File: src/hw/rtl/plh_pkg.sv
// Package for the packet length histogram block: table geometry, entry layout,
// configuration codes, controller/datapath command and status structs, and the hash.
// Depends on nothing; every other file of the block but plh_ram imports it.
package plh_pkg;

  // Table geometry. The depth is a power of two from 16 to 65536.
  localparam int TABLE_DEPTH = 8192;
  localparam int IDX_W       = $clog2(TABLE_DEPTH);

  // Field widths.
  localparam int KEY_W   = 16;
  localparam int COUNT_W = 32;
  localparam int LEN_W   = 8;

  // One table entry holds the used flag, the key and the count.
  localparam int ENTRY_W = 1 + KEY_W + COUNT_W;

  localparam logic [COUNT_W-1:0] COUNT_MAX = '1;
  localparam logic [31:0]        HASH_MULT = 32'd2654435761;

  // Configuration port.
  localparam int CFG_AW = 3;
  localparam logic [CFG_AW-3:0] REG_MIN_FRAME_LEN = '0;
  localparam logic [LEN_W-1:0]  MIN_FRAME_LEN_RST = 8'd14;

  typedef struct packed {
    logic                 used;
    logic [KEY_W-1:0]     key;
    logic [COUNT_W-1:0]   count;
  } plh_entry_t;

  // Commands from the controller to the datapath.
  typedef struct packed {
    logic clr_step;  // write an empty entry at the sweep address and advance
    logic load_key;  // capture an input beat and its home slot
    logic rd_en;     // read the entry at the probe address
    logic step;      // move the probe to the next slot
    logic commit;    // write back the entry and load the result register
  } plh_cmd_t;

  // Status from the datapath to the controller.
  typedef struct packed {
    logic clr_last;    // sweep is at the last entry
    logic used;        // entry just read is occupied
    logic hit;         // entry just read holds the probed key
    logic last_probe;  // every slot has now been visited
    logic out_busy;    // result register holds a beat that is not taken now
  } plh_sts_t;

  // Home slot of a key: two xor-shift rounds, then a multiply whose low
  // index bits depend only on the low index bits of both operands.
  function automatic logic [IDX_W-1:0] plh_hash(input logic [KEY_W-1:0] k);
    logic [KEY_W-1:0] k1;
    logic [KEY_W-1:0] k2;
    logic [IDX_W-1:0] a;
    logic [IDX_W-1:0] b;
    logic [IDX_W-1:0] p;
    k1 = k ^ {12'b0, k[15:12]};
    k2 = k1 ^ (k1 >> 7) ^ (k1 >> 4);
    a  = k2[IDX_W-1:0];
    b  = HASH_MULT[IDX_W-1:0];
    p  = a * b;
    return p;
  endfunction

endpackage

File: src/hw/rtl/plh_cfg.sv
// APB-style configuration port of the packet length histogram block.
// Holds the minimum frame length register. Depends on plh_pkg.
module plh_cfg import plh_pkg::*; (
  input  logic              clk_i,
  input  logic              rst_ni,
  input  logic              psel,
  input  logic              penable,
  input  logic              pwrite,
  input  logic [CFG_AW-1:0] paddr,
  input  logic [31:0]       pwdata,
  output logic [31:0]       prdata,
  output logic              pready,
  output logic [LEN_W-1:0]  min_frame_len_o
);

  logic [LEN_W-1:0] min_len_q, min_len_d;
  logic             wr_en;
  logic             sel_min;

  assign pready  = 1'b1;
  assign sel_min = (paddr[CFG_AW-1:2] == REG_MIN_FRAME_LEN);
  assign wr_en   = psel && penable && pwrite;

  // Register write; writes to unknown addresses are ignored.
  always_comb begin
    min_len_d = min_len_q;
    if (wr_en && sel_min) begin
      min_len_d = pwdata[LEN_W-1:0];
    end
  end

  always_ff @(posedge clk_i or negedge rst_ni) begin
    if (!rst_ni) begin
      min_len_q <= MIN_FRAME_LEN_RST;
    end else begin
      min_len_q <= min_len_d;
    end
  end

  // Read back.
  assign prdata = sel_min ? {{(32 - LEN_W){1'b0}}, min_len_q} : 32'd0;

  assign min_frame_len_o = min_len_q;

endmodule

File: config.mk
export PLATFORM = sky130hd
export DESIGN_NAME = plh_cfg
export DESIGN_NICKNAME = d
export VERILOG_FILES = /design/src/hw/rtl/plh_pkg.sv /design/src/hw/rtl/plh_cfg.sv
export SDC_FILE = /design/constraint.sdc
export NUM_CORES = 1
export LEC_CHECK = 0
export BUFFER_PORTS_ARGS = -buffer_cell sky130_fd_sc_hd__buf_4
export CAP_MARGIN = 10
export CELL_PAD_IN_SITES_DETAIL_PLACEMENT = 0
export CELL_PAD_IN_SITES_GLOBAL_PLACEMENT = 1
export CORE_UTILIZATION = 17
export CTS_CLUSTER_DIAMETER = 120
export CTS_CLUSTER_SIZE = 28
export DETAILED_ROUTE_END_ITERATION = 8
export HOLD_SLACK_MARGIN = 0.12
export PLACE_DENSITY = 0.79
export SYNTH_ARGS = -nofsm -noshare
export SYNTH_HDL_FRONTEND = slang
export SYNTH_SLANG_ARGS = --single-unit
File: constraint.sdc
create_clock -name clk_i -period 0.8 [get_ports clk_i]
set_clock_uncertainty 0.05 [all_clocks]
set_input_delay 0.04 -clock clk_i [delete_from_list [all_inputs] [get_ports clk_i]]
set_output_delay 0.04 -clock clk_i [all_outputs]
set_load 0.01 [all_outputs]
; After elaboration in Yosys (flattened, before gate mapping)
; Cells that the tools add are included.
; Widths: inputs -> output; s select.
[op_classes]
n_mux = 1
bitwise = 1
reduce_logical = 3
[op_table]
columns = op, count
row1 = $mux 8, 1
row2 = $logic_and 1x1->1, 3
row3 = $not 1->1, 1
[totals]
regBits = 8
in_bits = 40

; Longest topological paths before layout
[depth]
word_depth = 3
ltp_mapped = 2

; Least setup slack after synthesis
; OpenSTA, ideal clock, no wires.
[synth_timing]
path_type = reg2reg
start = register, netlist name min_frame_len_o[0]
end = register min_len_q[0] (netlist: min_frame_len_o[0])
t_arrival_ns = 0.655
setup_slack_ns = -0.030
stages_incl_launch_ff = 2
n_path_buf = 0
cell_sequence = dfrtp_1 -> mux2_2
[synth_lines]
columns = item, line
row1 = to (signal assigned), plh_cfg.sv:36  ; min_len_q <= min_len_d;
row2 = to (decl), plh_cfg.sv:16  ; logic [LEN_W-1:0] min_len_q, min_len_d;

; Worst setup path in the final report
[layout_timing]
start = register min_len_q[3] (netlist: min_frame_len_o[3])
end = output prdata[3]
[layout_between]
elab_chain_cells = 1
[layout_lines]
columns = item, line
row1 = $mux 8, plh_cfg.sv:41  ; assign prdata = sel_min ? {{(32 - LEN_W){1'b0}}, min_len_q} : 32'd0;
row2 = to (decl), plh_cfg.sv:11  ; output logic [31:0] prdata,
; Every way passes these cells.

==> results.rst <==
.. list-table::
   :header-rows: 1

   * - Metric
     - Value
   * - Number of antenna violations at the first check in global routing
     - 0
   * - Number of instances in the synthesized netlist
     - 52
   * - Share of final-layout standard cells stronger than drive strength 1
     - 0.6632
   * - Ratio of total power to cell area
     - 1919 nW/µm²
   * - Final standard cell utilization of the core
     - 0.3151
   * - Internal reg-to-reg setup slack
     - -0.15 ns
   * - Post-route DRC
     - 0
   * - Critical path start-end classification
     - register to output port
   * - Type of element capturing the critical path
     - output port
   * - Core ar.
     - 3153 µm²
   * - Sink Count
     - 8
   * - Final worst-path cycle share
     - 1.402
   * - Run status
     - finished, violations left
   * - Diode insertion count for antenna repair
     - 0
   * - Post-synthesis sequential area ratio
     - 0.3498
   * - Length of the first detailed-routing pass in iterations
     - 2
   * - Starting Density
     - 0.1849
   * - Synth warnings
     - 0
   * - Final critical path time including I/O delays and setup
     - 1.122 ns
   * - FP Rows
     - 20
   * - Clock transition at the register clock pins on the worst setup and hold paths after CTS
     - 0.06 ns
   * - Detailed placer's ending HPWL
     - ~1100 µm
   * - Crit-path max FO
     - 3
   * - Flop and latch count out of synthesis
     - 8
   * - Synth-to-layout area growth
     - 70.39%
   * - Area of the multi-input gates
     - just over 300 µm²
   * - Worst hold path startpoint
     - pwdata[0]
   * - Count of buffers from port buffering
     - 29
   * - Dpl ws
     - -0.1529 ns
   * - First-pass GRT wire length
     - approximately 1900 µm
   * - Via Count
     - ~430
   * - Hold_ws
     - -0.04143 ns
   * - Number of failing hold endpoints at the final stage
     - 8
   * - Clock Tree Root
     - clkbuf_4
   * - Setup_tns
     - -4.590 ns
   * - Highest achievable clock rate
     - 891.5 MHz
   * - Number of max-capacitance violations reported
     - 0
   * - Horizontal die dimension
     - 60.57 µm
   * - Post-detailed-route wirelength per cell
     - around 9.5 µm
   * - Number of top-level pins
     - 81
   * - Data required time of the critical path
     - approximately 0.7 ns
   * - Via count of the first global-routing pass
     - 417
   * - FILL cells
     - 343
   * - Worst setup path startpoint
     - min_frame_len_o[3]$_DFFE_PN1P_
   * - Global Route Usage Sum
     - 0.07299
   * - Clock tree from TritonCTS
     - built
   * - List of cells traversed by the critical path
     - and2b_2 > buf_6
   * - Final count of pins violating max slew
     - 0
   * - Failing checks
     - hold timing, setup timing
   * - Area taken by flip-flops and latches
     - 203.9 µm²
   * - Standard cell with the maximum stage delay on the critical path
     - dfstp_2
   * - Largest net degree at the start of global routing
     - 9
   * - Largest register FFs
     - 8
   * - CTS buffer count
     - 3
   * - RR Startpoint
     - min_frame_len_o[7]$_DFFE_PN0P_
   * - GR Overflow Total
     - 0
   * - Number of H-tree levels
     - 1
   * - RSZ-0062 raised after global routing
     - true
   * - Vias/cell
     - 3.101
   * - Total Wirelength
     - 1325 µm
   * - Area of the mapped netlist
     - 583.1 µm²
   * - Number of library cell types mapped by synthesis
     - 7
   * - Final Wtd Congestion
     - 0.7025
   * - P_leak
     - approximately 0.54 nW
   * - Worst Setup Slack, final
     - -0.3217 ns
   * - Iter 0 DRT Violations
     - 3
   * - Count of hold buffers inserted by post-cts repair
     - 1
   * - Total power after layout
     - 1.907 mW
   * - Syn_area_per_cell
     - 11.21 µm²
   * - Insertion delay to the later sink of the worst-skew pair
     - 0.26 ns
   * - # setup viols final
     - 23
   * - Type of element launching the critical path
     - register
   * - Die Y-Extent
     - 60.57 µm
   * - Crit path arrival time
     - between 1 and 1.5 ns
   * - IR drop worst, VDD
     - 475.7 µV
   * - Worst hold path class
     - input port to register
   * - Number of antenna-violating nets in the routed design
     - 0
   * - Final #Nets
     - 136
   * - Longest individual stage delay on the worst path
     - 0.55 ns
   * - Area enclosed by the die boundary
     - 3668 µm²
   * - Maximum buffer depth of the clock tree
     - 2
-- per-stage QoR --
step                      area (µm²)  cells
final                          993.5    139
after global routing           993.5    139
after CTS                      959.7    137
after detailed placement       818.3    129
after global placement         818.3    129
after floorplan                688.2     75
-- cell usage in the layout, fill, tap and decap left out, drive strengths merged --
master and instances:
buf 40, conb 25, nand4b 1, dlygate4sd3 1
mux2 8, and2b 8, dfrtp 5, dfstp 3
clkbuf 4
-- path summary, 6_finish.rpt --
path	end	depth (start not counted)
worst max-delay path	prdata[3]	2
worst min-delay path	min_frame_len_o[0]$_DFFE_PN0P_	2
worst max register to register	min_frame_len_o[7]$_DFFE_PN0P_	2
worst min register to register	min_frame_len_o[6]$_DFFE_PN0P_	1
max in group asynchronous	min_frame_len_o[1]$_DFFE_PN1P_	2
min in group asynchronous	min_frame_len_o[4]$_DFFE_PN0P_	2
-- power by group --
| group | leakage [nW] | total [mW] | internal, mW | switching, mW |
|---|---|---|---|---|
| Clock | 0.0150 | 0.333 | 0.191 | 0.142 |
| Sequential | 0.0915 | 0.605 | 0.520 | 0.0852 |
| Combinational | 0.437 | 0.968 | 0.648 | 0.320 |
| Total | 0.543 | 1.91 | 1.36 | 0.547 |
-- synthesized netlist by cell type --
| library cell | count | area share |
|---|---|---|
| dfrtp_1 | 5 | 0.21 |
| conb_1 | 2 | 0.013 |
| buf_4 | 25 | 0.32 |
| mux2_2 | 8 | 0.15 |
| nand4b_4 | 1 | 0.041 |
| dfstp_2 | 3 | 0.14 |
| and2b_2 | 8 | 0.12 |
-- timing repair --
action,in CTS,in global routing
endpoints found under the hold margin,16,13
setup endpoints to repair,21,24
setup buffers,3,2
resized for setup,22,5
-- layout make-up --
| class | count | area share |
|---|---|---|
| timing repair buffer | 41 | 0.4068 |
| multi-input combinational | 42 | 0.3060 |
| sequential | 8 | 0.2053 |
| tap | 44 | 0.05542 |
| clock buffer | 4 | 0.02645 |
-- critical path, delay by kind of cell, from the launching register on --
family	cells	cell delay [ns]
flip-flops	1	0.55
AND/OR/NAND/NOR	1	0.15
buffers and inverters	1	0.09
-- routing by layer --
layer / GRT usage / wire length, µm / part of all wire
met3: 0.04691 / 129 / 0.097
met4: 0.03247 / 16 / 0.012
met1: 0.06684 / 422 / 0.32
met2: 0.1272 / 757 / 0.57
met5: 0 / 0 / 0
-- kinds of logic (layout without fill, tap and decap cells) --
logic type	after synthesis	count (layout)	synth area share
other	2	25	0.01288
buffers and inverters	25	45	0.3219
and+or+nand+nor	9	9	0.1609
DFF	8	8	0.3498
muxes	8	8	0.1545
(Power assumes the default switching activity.)
