===== config.mk =====
export PLATFORM = sky130hd
export DESIGN_NAME = plh_ctrl
export DESIGN_NICKNAME = d
export VERILOG_FILES = /design/src/hw/rtl/plh_pkg.sv /design/src/hw/rtl/plh_ctrl.sv
export SDC_FILE = /design/constraint.sdc
export NUM_CORES = 1
export LEC_CHECK = 0
export ABC_AREA = 1
export BUFFER_PORTS_ARGS = -buffer_cell sky130_fd_sc_hd__buf_2
export CORE_AREA = 2 2 39 41
export CTS_BUF_LIST = sky130_fd_sc_hd__clkbuf_16
export CTS_CLUSTER_SIZE = 30
export DETAILED_ROUTE_END_ITERATION = 7
export DIE_AREA = 0 0 41 43
export PLACE_DENSITY = 0.47
export SLEW_MARGIN = 20
export SYNTH_ARGS = -nofsm -noshare
export SYNTH_HDL_FRONTEND = slang
export SYNTH_SLANG_ARGS = --single-unit
export TNS_END_PERCENT = 20

===== constraint.sdc =====
create_clock -name clk_i -period 1.12 [get_ports clk_i]
set_input_delay 0.056 -clock clk_i [delete_from_list [all_inputs] [get_ports clk_i]]
set_output_delay 0.056 -clock clk_i [all_outputs]
set_load 0.01 [all_outputs]

===== src/hw/rtl/plh_pkg.sv =====
// Package for the packet length histogram block: table geometry, entry layout,
// configuration codes, controller/datapath command and status structs, and the hash.
// Depends on nothing; every other file of the block but plh_ram imports it.
package plh_pkg;

  // Table geometry. The depth is a power of two from 16 to 65536.
  localparam int TABLE_DEPTH = 8192;
  localparam int IDX_W       = $clog2(TABLE_DEPTH);

  // Field widths.
  localparam int KEY_W   = 16;
  localparam int COUNT_W = 32;
  localparam int LEN_W   = 8;

  // One table entry holds the used flag, the key and the count.
  localparam int ENTRY_W = 1 + KEY_W + COUNT_W;

  localparam logic [COUNT_W-1:0] COUNT_MAX = '1;
  localparam logic [31:0]        HASH_MULT = 32'd2654435761;

  // Configuration port.
  localparam int CFG_AW = 3;
  localparam logic [CFG_AW-3:0] REG_MIN_FRAME_LEN = '0;
  localparam logic [LEN_W-1:0]  MIN_FRAME_LEN_RST = 8'd14;

  typedef struct packed {
    logic                 used;
    logic [KEY_W-1:0]     key;
    logic [COUNT_W-1:0]   count;
  } plh_entry_t;

  // Commands from the controller to the datapath.
  typedef struct packed {
    logic clr_step;  // write an empty entry at the sweep address and advance
    logic load_key;  // capture an input beat and its home slot
    logic rd_en;     // read the entry at the probe address
    logic step;      // move the probe to the next slot
    logic commit;    // write back the entry and load the result register
  } plh_cmd_t;

  // Status from the datapath to the controller.
  typedef struct packed {
    logic clr_last;    // sweep is at the last entry
    logic used;        // entry just read is occupied
    logic hit;         // entry just read holds the probed key
    logic last_probe;  // every slot has now been visited
    logic out_busy;    // result register holds a beat that is not taken now
  } plh_sts_t;

  // Home slot of a key: two xor-shift rounds, then a multiply whose low
  // index bits depend only on the low index bits of both operands.
  function automatic logic [IDX_W-1:0] plh_hash(input logic [KEY_W-1:0] k);
    logic [KEY_W-1:0] k1;
    logic [KEY_W-1:0] k2;
    logic [IDX_W-1:0] a;
    logic [IDX_W-1:0] b;
    logic [IDX_W-1:0] p;
    k1 = k ^ {12'b0, k[15:12]};
    k2 = k1 ^ (k1 >> 7) ^ (k1 >> 4);
    a  = k2[IDX_W-1:0];
    b  = HASH_MULT[IDX_W-1:0];
    p  = a * b;
    return p;
  endfunction

endpackage


===== src/hw/rtl/plh_ctrl.sv =====
// Controller of the packet length histogram block: clearing sweep after reset,
// input acceptance and the probe sequence. Depends on plh_pkg.
module plh_ctrl import plh_pkg::*; (
  input  logic     clk_i,
  input  logic     rst_ni,
  input  logic     in_valid_i,
  output logic     in_ready_o,
  input  plh_sts_t sts_i,
  output plh_cmd_t cmd_o
);

  typedef enum logic [3:0] {
    ST_CLEAR = 4'b0001,
    ST_IDLE  = 4'b0010,
    ST_READ  = 4'b0100,
    ST_CHECK = 4'b1000
  } plh_state_e;

  plh_state_e state_q, state_d;
  logic       probe_end;

  // A probe ends at a free slot, at the matching slot, or after the last slot.
  assign probe_end = !sts_i.used || sts_i.hit || sts_i.last_probe;

  assign in_ready_o = (state_q == ST_IDLE);

  // Next state and commands.
  always_comb begin
    state_d = state_q;
    cmd_o   = '0;
    unique case (state_q)
      ST_CLEAR: begin
        cmd_o.clr_step = 1'b1;
        if (sts_i.clr_last) begin
          state_d = ST_IDLE;
        end
      end
      ST_IDLE: begin
        if (in_valid_i) begin
          cmd_o.load_key = 1'b1;
          state_d        = ST_READ;
        end
      end
      ST_READ: begin
        cmd_o.rd_en = 1'b1;
        state_d     = ST_CHECK;
      end
      ST_CHECK: begin
        if (probe_end) begin
          // Wait here while the result register still holds a beat.
          if (!sts_i.out_busy) begin
            cmd_o.commit = 1'b1;
            state_d      = ST_IDLE;
          end
        end else begin
          cmd_o.step = 1'b1;
          state_d    = ST_READ;
        end
      end
      default: begin
        state_d = ST_CLEAR;
      end
    endcase
  end

  always_ff @(posedge clk_i or negedge rst_ni) begin
    if (!rst_ni) begin
      state_q <= ST_CLEAR;
    end else begin
      state_q <= state_d;
    end
  end

endmodule


# Word-level counts from Yosys, hierarchy flattened
# Cells that the tools add are included.
[op_classes] reduce_logical=4 n_eq_ne=7 mux=13
[ops] cell="$mux 4" count=4
[ops] cell="$pmux 4 s4" count=1
[ops] cell="$mux 1" count=7
[ops] cell="$eq 4x1->1 const B" count=1
[ops] cell="$eq 4x2->1 const B" count=1
[ops] cell="$eq 4x3->1 const B" count=1
[ops] cell="$eq 4x4->1 const B" count=1
[ops] cell="$ne 2x2->1 const B" count=2
[ops] cell="$ne 3x3->1 const B" count=1
[ops] cell="$reduce_and 3->1" count=1
[ops] cell="$logic_or 1x1->1" count=2
[ops] cell="$mux 2" count=1
[ops] cell="$logic_not 1->1" count=1
[word_totals] reg_bits=4 out_inout_bits=6 inputBits=8 word_cells=25

# Depth between registers and ports, before layout
# Gate-level depths: netlist of run 1.
[depth] word_depth=5 depth_mapped=7 ltp_nobuf=7

# Worst setup path after synthesis of run 1
# OpenSTA, ideal clock, no wires.
[synth_path] path_type="reg-to-reg" startpoint="register state_q[0]" endpoint="register state_q[2]" slack_ps=45 arrival_ps=958 path_stages_with_launch=8 period_less_slack_ps=1075 t_required_ps=1003 cell_sequence="dfstp_2 -> inv_1 -> nor2_1 -> nand3_1 -> nand2_1 -> inv_1 -> nand2_1 -> nor2_1"
[synth_via] elab_chain_cells=3 elab_cells_between_ends=9 classes_between="eq/ne: 7; mux: 1; reduce/logical: 1"
[synth_rtl] item="start: declaration" line_no="plh_ctrl.sv:19" text="plh_state_e state_q, state_d;"
[synth_rtl] item="start signal: assignment" line_no="plh_ctrl.sv:70" text="state_q <= state_d;"
[synth_rtl] item="$eq 4x4->1 (tied with other cells)" line_no="plh_ctrl.sv:31" text="unique case (state_q)"
[synth_rtl] item="$ne 3x3->1 (no source line) / $ne 2x2->1 (equally long branches)"
[synth_rtl] item="$reduce_and 3->1 (no source line)"
# Several ways; a longest one is shown, not always the timed one.
# A chain may end at the register's enable or synchronous reset.

==> flow_summary_export.csv, run 1 <==
group,metric,value,unit
final_layout,post-route-cell-area,531,um2
global_routing,grt_max_degree,5,
pwr,p_leak,0.314,nW
critical_path,cp.arrival,1180,ps
placed_design,io_buffer_count,13,
pwr,p_total,0.00147,W
flow_run,drv_cap,0,
global_routing,grt_usage,8.96,%
critical_path,cp-end-kind,"output pin",
timing,tightest_slew,214,ps
timing,tns,-574,ps
synthesis,yosysWarnings,0,
clock_network,cts_tree,"done",
routing,wirelength,686,um
timing,setup_viol,9,
final_layout,drive_above_1_share,53.7,%
clock_network,clockBufferDepth,2,
placed_design,dp.cells,77,
routing,drtAntennaViolNets,0,
floorplan,io_pins,14,
final_layout,largest_reg_flops,4,
final_layout,top_register,"state_q",
critical_path,worst-setup-path-type,"flip-flop to output pin",
final_layout,nNetsFinal,76,
run_status,failed_checks,"setup timing",
timing,final_hold_viol_count,0,
final_layout,num_antenna_cells,0,
timing,finalCritPeriodShare,110,%
synthesis,ys_types,9,
pwr,vdd_drop_max,1150,uV
clock_network,clock_sinks,4,
placed_design,routabilityCongestion,0.829,
synthesis,synth_cells,46,
placed_design,dp_hpwl,540,um
synthesis,ys_ff_latch,4,
synthesis,synth_nets,54,
run_status,status,"finished with violations",
critical_path,path_max_fanout,3,
timing,finalMaxSlewViolations,0,
placed_design,placed_cell_area,378,um2
routing,first_iter_violations,2,
final_layout,top_regs,"state_q: 4 flops",
synthesis,avgSynthCellArea,6.04,um2
floorplan,start_util,20.1,%
timing,slew_headroom,85.8,%
final_layout,areaGrowthSynthToFinish,91.0,%
global_routing,antenna_found_initial,0,
floorplan,rows,14,
synthesis,seq_area_frac_synth,36.5,%
floorplan,die_h,43,um
routing,vias_per_cell,3.92,
floorplan,die_area,0.00176,mm2
routing,wl_per_cell,8.27,um
floorplan,core,0.00138,mm2
clock_network,htree_levels,1,
routing,route.detailed.drc,0,
global_routing,grt_pass1_vias,283,
timing,setup_ws,-115,ps
synthesis,synth_area,278,um2
clock_network,cts_root_buf,"clkbuf_16",
timing,clock.fmax,810,MHz
global_routing,grt_pass1_wl,972,um
global_routing,overflow,0,
critical_path,crit_required,1060,ps
floorplan,die_w,41,um
critical_path,critPathLaunchType,"flip-flop",
clock_network,cts.reportedPaths.clkPinSlew,30,ps
timing,rsz0062_at_grt,"true",
min_path,hold_path.class,"primary input to flip-flop",
routing,drtPass1Iterations,2,
clock_network,clk_latency,230,ps
timing,clock_skew,2.49,ps
pwr,cellPowerDensity,2770,mW/mm2
final_layout,finalNonFillerCells,83,
routing,vias,325,
timing,period_needed,1230,ps
timing,holdWs,146,ps
clock_network,cts_buffers,3,
-- per-stage QoR --
step                util [%]  setup WS [ps]
floorplan                  -           45.0
global placement        27.3          -28.9
detailed placement      27.3          -33.3
CTS                     35.9           -108
global route            38.3           -169
finish                  38.3           -115
-- cell usage in the layout, fill, tap and decap left out, drive strengths merged --
cell,netlist,routed
dlygate4sd3,0,1
clkbuf,0,3
buf,0,16
nand3b,1,1
nand4,1,1
dfstp,1,1
dfrtp,3,3
nand2,12,12
inv,11,12
nor2,13,13
nand3,4,4
-- cells in the mapped netlist, drive strengths merged --
cell	count	area share, %
dfrtp	3	27
dfstp	1	9.5
inv	11	15
nand2	12	16
nand3	4	7.2
nand3b	1	2.7
nand4	1	2.3
nor2	13	20
-- critical path, stage by stage, from the launching register on --
cell	delay (ps)
dfrtp_1	420
inv_2	90
nand2_2	60
nor2_4	120
nand2_2	60
nor2_1	70
buf_2	130
-- routing by layer --
metal  up-vias  global-route usage [%]  wire, um
li1        177                       -         -
met1       138                    9.09       272
met2         8                    12.5       354
met3         2                    3.14        44
met4         0                    10.0        15
met5         -                       0         0
-- power breakdown --
part,switching (W),total (W),internal [W]
logic,0.000341,0.000629,0.000289
clock network,0.000109,0.000570,0.000461
registers,0.0000596,0.000272,0.000213
-- worst paths after layout --
path	slack (ps)	end	start	depth (start not counted)
max in group asynchronous	760	state_q[0]	rst_ni	2
max reg2reg	-50	state_q[1]	state_q[0]	7
max	-110	cmd_o[0]	state_q[1]	6
min reg2reg	650	state_q[3]	state_q[1]	3
min	150	state_q[3]	sts_i[0]	3
min in group asynchronous	160	state_q[3]	rst_ni	2
-- kinds of logic (layout without fill, tap and decap cells) --
| family | count (synthesis) | after routing | share of synthesized area, % |
|---|---|---|---|
| flops | 4 | 4 | 36.5 |
| buf+inv | 11 | 32 | 14.9 |
| simple gates | 31 | 31 | 48.7 |
-- area by class of cell --
cell class,instances,area [um2]
clock buffer,3,75.1
clock inverter,1,3.75
fill,147,853
inverter,11,41.3
multi-input combinational,31,175
sequential,4,101
tap,16,20.0
timing repair buffer,17,114
-- timing repair --
action / 4_1_cts / 5_1_grt
hold buffers: 1 / 0
endpoints found under the setup margin: 7 / 9
buffers inserted: 1 / 0
resized for setup: 9 / 10
pin swaps: 2 / 1
endpoints found under the hold margin: 4 / 0
(Power assumes the default switching activity.)
==> run 2, diff against run 1 <==
ABC_AREA = default   (was 1)
PLACE_DENSITY = 0.48   (was 0.47)
==> run 2 against run 1 <==
Effect of this change:
- the flow still finishes with violations (setup timing)
- cell count down 11%
- flip-flop and latch count stayed put
- synthesized cell count is 39% lower
- routed wire length grew 17%
- sequential share of layout area decreased by 2.3 points
- cell area increased by 17%
- largest cell class unchanged
- largest power group unchanged
==> flow_summary_export.csv, run 2 <==
group,metric,value,unit
routing,wirelength,800,um
critical_path,crit_required,1060,ps
global_routing,grt_max_degree,7,
synthesis,synth_top_family_by_area,"simple AND/OR/NAND/NOR gates",
final_layout,layout_commonest_cell,"buf_2",
routing,drtAntennaViolNets,0,
timing,final_hold_viol_count,0,
final_layout,num_antenna_cells,0,
floorplan,io_pins,14,
global_routing,grt_pass1_vias,337,
routing,first_iter_violations,3,
global_routing,antenna_found_initial,0,
clock_network,cts.reportedPaths.clkPinSlew,30,ps
critical_path,rrSetupSlack,-80,ps
synthesis,synth-xor-area-share,3.10,%
synthesis,postSynth.asyncResetShare,100,%
floorplan,rows,14,
synthesis,ys_types,20,
routing,wl_per_cell,10.8,um
synthesis,synth_fa_ha_area_share,0,%
synthesis,seq_area_frac_synth,35.8,%
placed_design,io_buffer_count,13,
run_status,status,"finished with violations",
synthesis,synth_compound_area_share,17.3,%
critical_path,crit_chain,"buf_6 > inv_4 > nor4_4 > and2_1 > buf_2",
routing,route.detailed.drc,0,
clock_network,htree_levels,1,
floorplan,core,0.00138,mm2
pwr,p_leak,0.297,nW
final_layout,top_regs,"state_q: 4 flops",
final_layout,areaGrowthSynthToFinish,119,%
synthesis,synth_area,283,um2
synthesis,ys_top_cells_by_count,"3 x and2_1, 3 x dfrtp_1, 3 x nand3b_1",
timing,clock.fmax,725,MHz
final_layout,multiInputGateArea,220,um2
critical_path,worst-setup-path-type,"flip-flop to output pin",
timing,slew_headroom,84.4,%
synthesis,synth_mux_area_share,0,%
floorplan,die_h,43,um
timing,setup_viol,8,
critical_path,r2r_end,"state_q[2]",
pwr,cellPowerDensity,2510,mW/mm2
floorplan,start_util,20.4,%
placed_design,placed_cell_area,442,um2
timing,finalMaxSlewViolations,0,
critical_path,crit_end,"cmd_o[3]",
critical_path,path_buf_inv,3,
timing,rsz0062_at_grt,"true",
placed_design,routabilityCongestion,0.674,
critical_path,critPathTopFamily,"simple AND/OR/NAND/NOR gates",
critical_path,path_max_fanout,4,
timing,clock_skew,2.38,ps
final_layout,post-route-cell-area,619,um2
pwr,vdd_drop_max,1670,uV
min_path,hold_path.class,"primary input to flip-flop",
critical_path,crit_slowest_cell,"dfrtp_2",
floorplan,die_w,41,um
synthesis,synth_edf_count,0,
critical_path,r2r-start,"state_q[1]",
synthesis,synth_nets,36,
synthesis,avgSynthCellArea,10.1,um2
synthesis,synth.area.top_cells,"dfrtp_1 27%, dfstp_2 9.3%, nand3b_1 8.0%",
synthesis,synth_top_area_share,26.5,%
clock_network,cts_root_buf,"clkbuf_16",
run_status,failed_checks,"setup timing",
final_layout,ff_latch_area,104,um2
placed_design,dp_hpwl,594,um
critical_path,critPathLaunchType,"flip-flop",
clock_network,clk_latency,220,ps
synthesis,synth_cells,28,
final_layout,largest_reg_flops,4,
timing,tightest_slew,233,ps
final_layout,nNetsFinal,67,
routing,drtPass1Iterations,2,
routing,vias,312,
synthesis,synth_simple_gate_area_share,39.8,%
synthesis,ys.flop_type,"dfrtp_1",
clock_network,clockBufferDepth,2,
timing,setup_ws,-260,ps
flow_run,drv_cap,0,
critical_path,cp_num_cells,5,
clock_network,cts_tree,"done",
final_layout,top_register,"state_q",
synthesis,yosysWarnings,0,
clock_network,clock_sinks,4,
global_routing,overflow,0,
critical_path,cp_slowest_stage_delay,410,ps
synthesis,yosys.area.top_type,"dfrtp_1",
critical_path,cp-startpoint,"state_q[1]",
critical_path,reg2regPathDepth,6,
synthesis,ys_ff_latch,4,
routing,vias_per_cell,4.22,
timing,period_needed,1380,ps
critical_path,cp.arrival,1320,ps
global_routing,grt_usage,11.2,%
floorplan,die_area,0.00176,mm2
global_routing,grt_pass1_wl,1300,um
placed_design,dp_slack,-131,ps
final_layout,n_fill_cell,138,
critical_path,cp-end-kind,"output pin",
final_layout,final_cell_mix,"12 x buf_2, 9 x buf_4, 4 x buf_6",
timing,finalCritPeriodShare,123,%
final_layout,drive_above_1_share,69.0,%
clock_network,cts_buffers,3,
## run 2: cell types whose count changed after synthesis, sizes merged, moves of 3 or more
cell | before | now
nand3 | 4 | 0
inv | 11 | 3
and2 | 0 | 3
nor2 | 13 | 1
nand2 | 12 | 0
## run 2: through the flow
stage          total power, W  setup TNS, ps  cells  hold WS (ps)  util (%)
6_report              0.00156          -1290     74           104      44.8
5_1_grt               0.00165          -1850     74           141      44.8
4_1_cts               0.00156          -1340     74           115      44.4
3_5_place_dp         0.000745           -462     66          -136      31.9
3_3_place_gp         0.000745           -319     66          -136      31.9
2_1_floorplan        0.000473           -121     28          -240         -
## run 2: power by group
part,internal [W],switching [W]
clock network,0.000460,0.0000977
logic,0.000446,0.000272
registers,0.000205,0.0000767
## run 2: cell type report
class | instances | area share (%)
Clock inverter | 1 | 0.606
Sequential cell | 4 | 16.8
Inverter | 3 | 2.22
Tap cell | 16 | 3.23
Timing Repair Buffer | 26 | 29.5
Clock buffer | 3 | 12.1
Multi-Input combinational cell | 21 | 35.6
## run 2: worst min-delay path by stage
stage	from	slack (ps)	depth (start not counted)	to
after floorplan	rst_ni	-240	0	state_q[1]
after global placement	rst_ni	-140	1	state_q[2]
after detailed placement	rst_ni	-140	1	state_q[2]
after CTS	sts_i[4]	110	3	state_q[1]
after global routing	sts_i[0]	140	2	state_q[3]
final	sts_i[4]	100	3	state_q[1]
## run 2: logic make-up after synthesis
kind of cell,Yosys count
simple gates,14
buf+inv,3
xor+xnor,1
compound gates,6
flops,4
## run 2: tightest hold or removal path: stages
cell,delay [ps]
buf_2,100
inv_1,40
a22oi_1,70
## run 2: repair_timing
item,in CTS,in global routing
pin swaps,3,1
endpoints found under the hold margin,4,0
buffers inserted,3,0
setup endpoints to repair,9,10
gates resized for setup,14,1
hold buffers,1,0
## run 2: per-layer routing
layer	GRT usage (%)	wire, um	part of all wire, %
met1	13.0	361	45
met2	17.5	418	52
met3	1.57	20	2.5
met4	8.00	0	0
met5	0	0	0
==> run 3, diff against run 2 <==
SETUP_SLACK_MARGIN = 0.3   (was default)
==> run 3 against run 2 <==
Effect of this change:
- the flow still finishes with violations (setup timing)
- register-to-register slack better by 50 ps
- flip-flop and latch count unchanged
- combinational power up 1%
- global-route usage up 3.0 points
- critical path type unchanged
- largest cell class unchanged
- non-clock buffer count down 3
==> flow_summary_export.csv, run 3 (synthesis results as in run 2) <==
group,metric,value,unit
run_status,status,"finished with violations",
run_status,failed_checks,"setup timing",
floorplan,die_w,41,um
critical_path,cp_slowest_stage_delay,400,ps
pwr,p_leak,0.288,nW
timing,final_hold_viol_count,0,
critical_path,crit_slowest_cell,"dfstp_2",
final_layout,final_core_util,44.0,%
critical_path,critPathLaunchType,"flip-flop",
clock_network,clk_latency,220,ps
final_layout,areaGrowthSynthToFinish,115,%
routing,drtPass1Iterations,1,
routing,drtAntennaViolNets,0,
timing,setup_ws,-220,ps
pwr,vdd_drop_max,1020,uV
final_layout,num_antenna_cells,0,
routing,wirelength,886,um
critical_path,cp.arrival,1280,ps
clock_network,htree_levels,1,
critical_path,path_buf_inv,2,
timing,finalCritPeriodShare,120,%
timing,finalMaxSlewViolations,0,
routing,wl_per_cell,12.5,um
floorplan,start_util,20.4,%
pwr,swShare,29.5,%
critical_path,r2r-start,"state_q[1]",
critical_path,cp-end-kind,"output pin",
final_layout,largest_reg_flops,4,
clock_network,cts.reportedPaths.clkPinSlew,30,ps
final_layout,final_cell_mix,"10 x buf_2, 6 x buf_4, 5 x buf_6",
global_routing,grt_usage,14.2,%
critical_path,rrSetupSlack,-30,ps
timing,tightest_slew,254,ps
critical_path,crit_chain,"buf_12 > nor4_4 > and2_4 > buf_6",
timing,period_needed,1340,ps
floorplan,core,0.00138,mm2
critical_path,critPathTopFamily,"simple AND/OR/NAND/NOR gates",
timing,clock_skew,3.39,ps
floorplan,io_pins,14,
pwr,sequentialPowerShare,17.7,%
clock_network,cts_tree,"done",
min_path,min-delay-start,"sts_i[0]",
global_routing,antenna_found_initial,0,
global_routing,grt_pass1_wl,1550,um
pwr,p_sw,0.000461,W
routing,vias,324,
pwr,p_total,0.00156,W
min_path,whs_path_depth,2,
flow_run,drv_cap,0,
clock_network,cts_buffers,3,
timing,setup_viol,8,
pwr,combPwrFrac,46.4,%
global_routing,overflow,0,
placed_design,dp_slack,-25.4,ps
placed_design,dp_hpwl,632,um
critical_path,crit_required,1060,ps
min_path,min_to,"state_q[3]",
final_layout,drive_above_1_share,69.1,%
placed_design,io_buffer_count,13,
floorplan,rows,14,
final_layout,post-route-cell-area,609,um2
pwr,clkPwrFrac,35.9,%
critical_path,r2r_end,"state_q[1]",
placed_design,routabilityCongestion,0.684,
critical_path,worst-setup-path-type,"flip-flop to output pin",
pwr,internal_power,0.00110,W
timing,slew_headroom,83.0,%
routing,vias_per_cell,4.56,
clock_network,clock_sinks,4,
floorplan,die_h,43,um
timing,rsz0062_at_grt,"true",
final_layout,top_register,"state_q",
placed_design,placed_cell_area,455,um2
clock_network,cts_root_buf,"clkbuf_16",
global_routing,grt_pass1_vias,372,
routing,route.detailed.drc,0,
final_layout,layout_commonest_cell,"buf_2",
critical_path,reg2regPathDepth,5,
clock_network,clockBufferDepth,2,
floorplan,die_area,0.00176,mm2
min_path,hold_path.class,"primary input to flip-flop",
pwr,cellPowerDensity,2560,mW/mm2
final_layout,nNetsFinal,64,
routing,first_iter_violations,0,
final_layout,top_regs,"state_q: 4 flops",
critical_path,path_max_fanout,5,
global_routing,grt_max_degree,6,
timing,clock.fmax,746,MHz
## run 3: changes by cell type in the layout (fill, tap and decap cells not counted), sizes merged
cell | previous run | this run
buf | 25 | 22
## run 3: cell type report
cell class | instances | area [um2]
timing repair buffer | 23 | 181
multi-input combinational | 21 | 209
fill | 143 | 774
tap | 16 | 20.0
clock buffer | 3 | 75.1
inverter | 3 | 16.3
clock inverter | 1 | 3.75
sequential | 4 | 104
## run 3: worst max-delay path by stage
stage / start / to / slack [ps] / cells after the start
final: state_q[0] / cmd_o[3] / -220 / 4
after global routing: state_q[2] / cmd_o[0] / -290 / 4
after CTS: state_q[1] / cmd_o[3] / -240 / 5
after detailed placement: state_q[0] / cmd_o[0] / -30 / 4
after global placement: state_q[0] / cmd_o[3] / -20 / 4
after floorplan: state_q[0] / state_q[1] / 3 / 3
## run 3: power by group through the flow
| stage | Combinational [W] | Clock [W] | Sequential [W] |
|---|---|---|---|
| 2_1_floorplan | 0.000256 | 0 | 0.000297 |
| 3_3_place_gp | 0.000527 | 0 | 0.000264 |
| 3_5_place_dp | 0.000527 | 0 | 0.000266 |
| 4_1_cts | 0.000704 | 0.000572 | 0.000276 |
| 5_1_grt | 0.000778 | 0.000577 | 0.000284 |
| 6_report | 0.000725 | 0.000561 | 0.000276 |
## run 3: stage by stage
| stage | setup TNS, ps | hold WS (ps) | std cells |
|---|---|---|---|
| after floorplan | 0 | -240 | 28 |
| after global placement | -22.5 | -134 | 63 |
| after detailed placement | -79.0 | -134 | 63 |
| after CTS | -1380 | 99.3 | 71 |
| after global routing | -1900 | 117 | 71 |
| final | -1270 | 98.8 | 71 |
## run 3: per-layer routing
metal	wire length, um	vias to the layer above	part of all wire, %	GRT usage, %
li1	-	157	-	-
met1	378	161	43	14.7
met2	489	6	55	21.6
met3	18	0	2.0	4.71
met4	0	0	0	12.0
met5	0	-	0	0
## run 3: what timing repair did
action                                  CTS  global route
endpoints found under the setup margin   10            10
resized for setup                         8             2
endpoints found under the hold margin     4             0
setup buffers                             3             0
hold buffers                              1             0
pin swaps                                 2             3
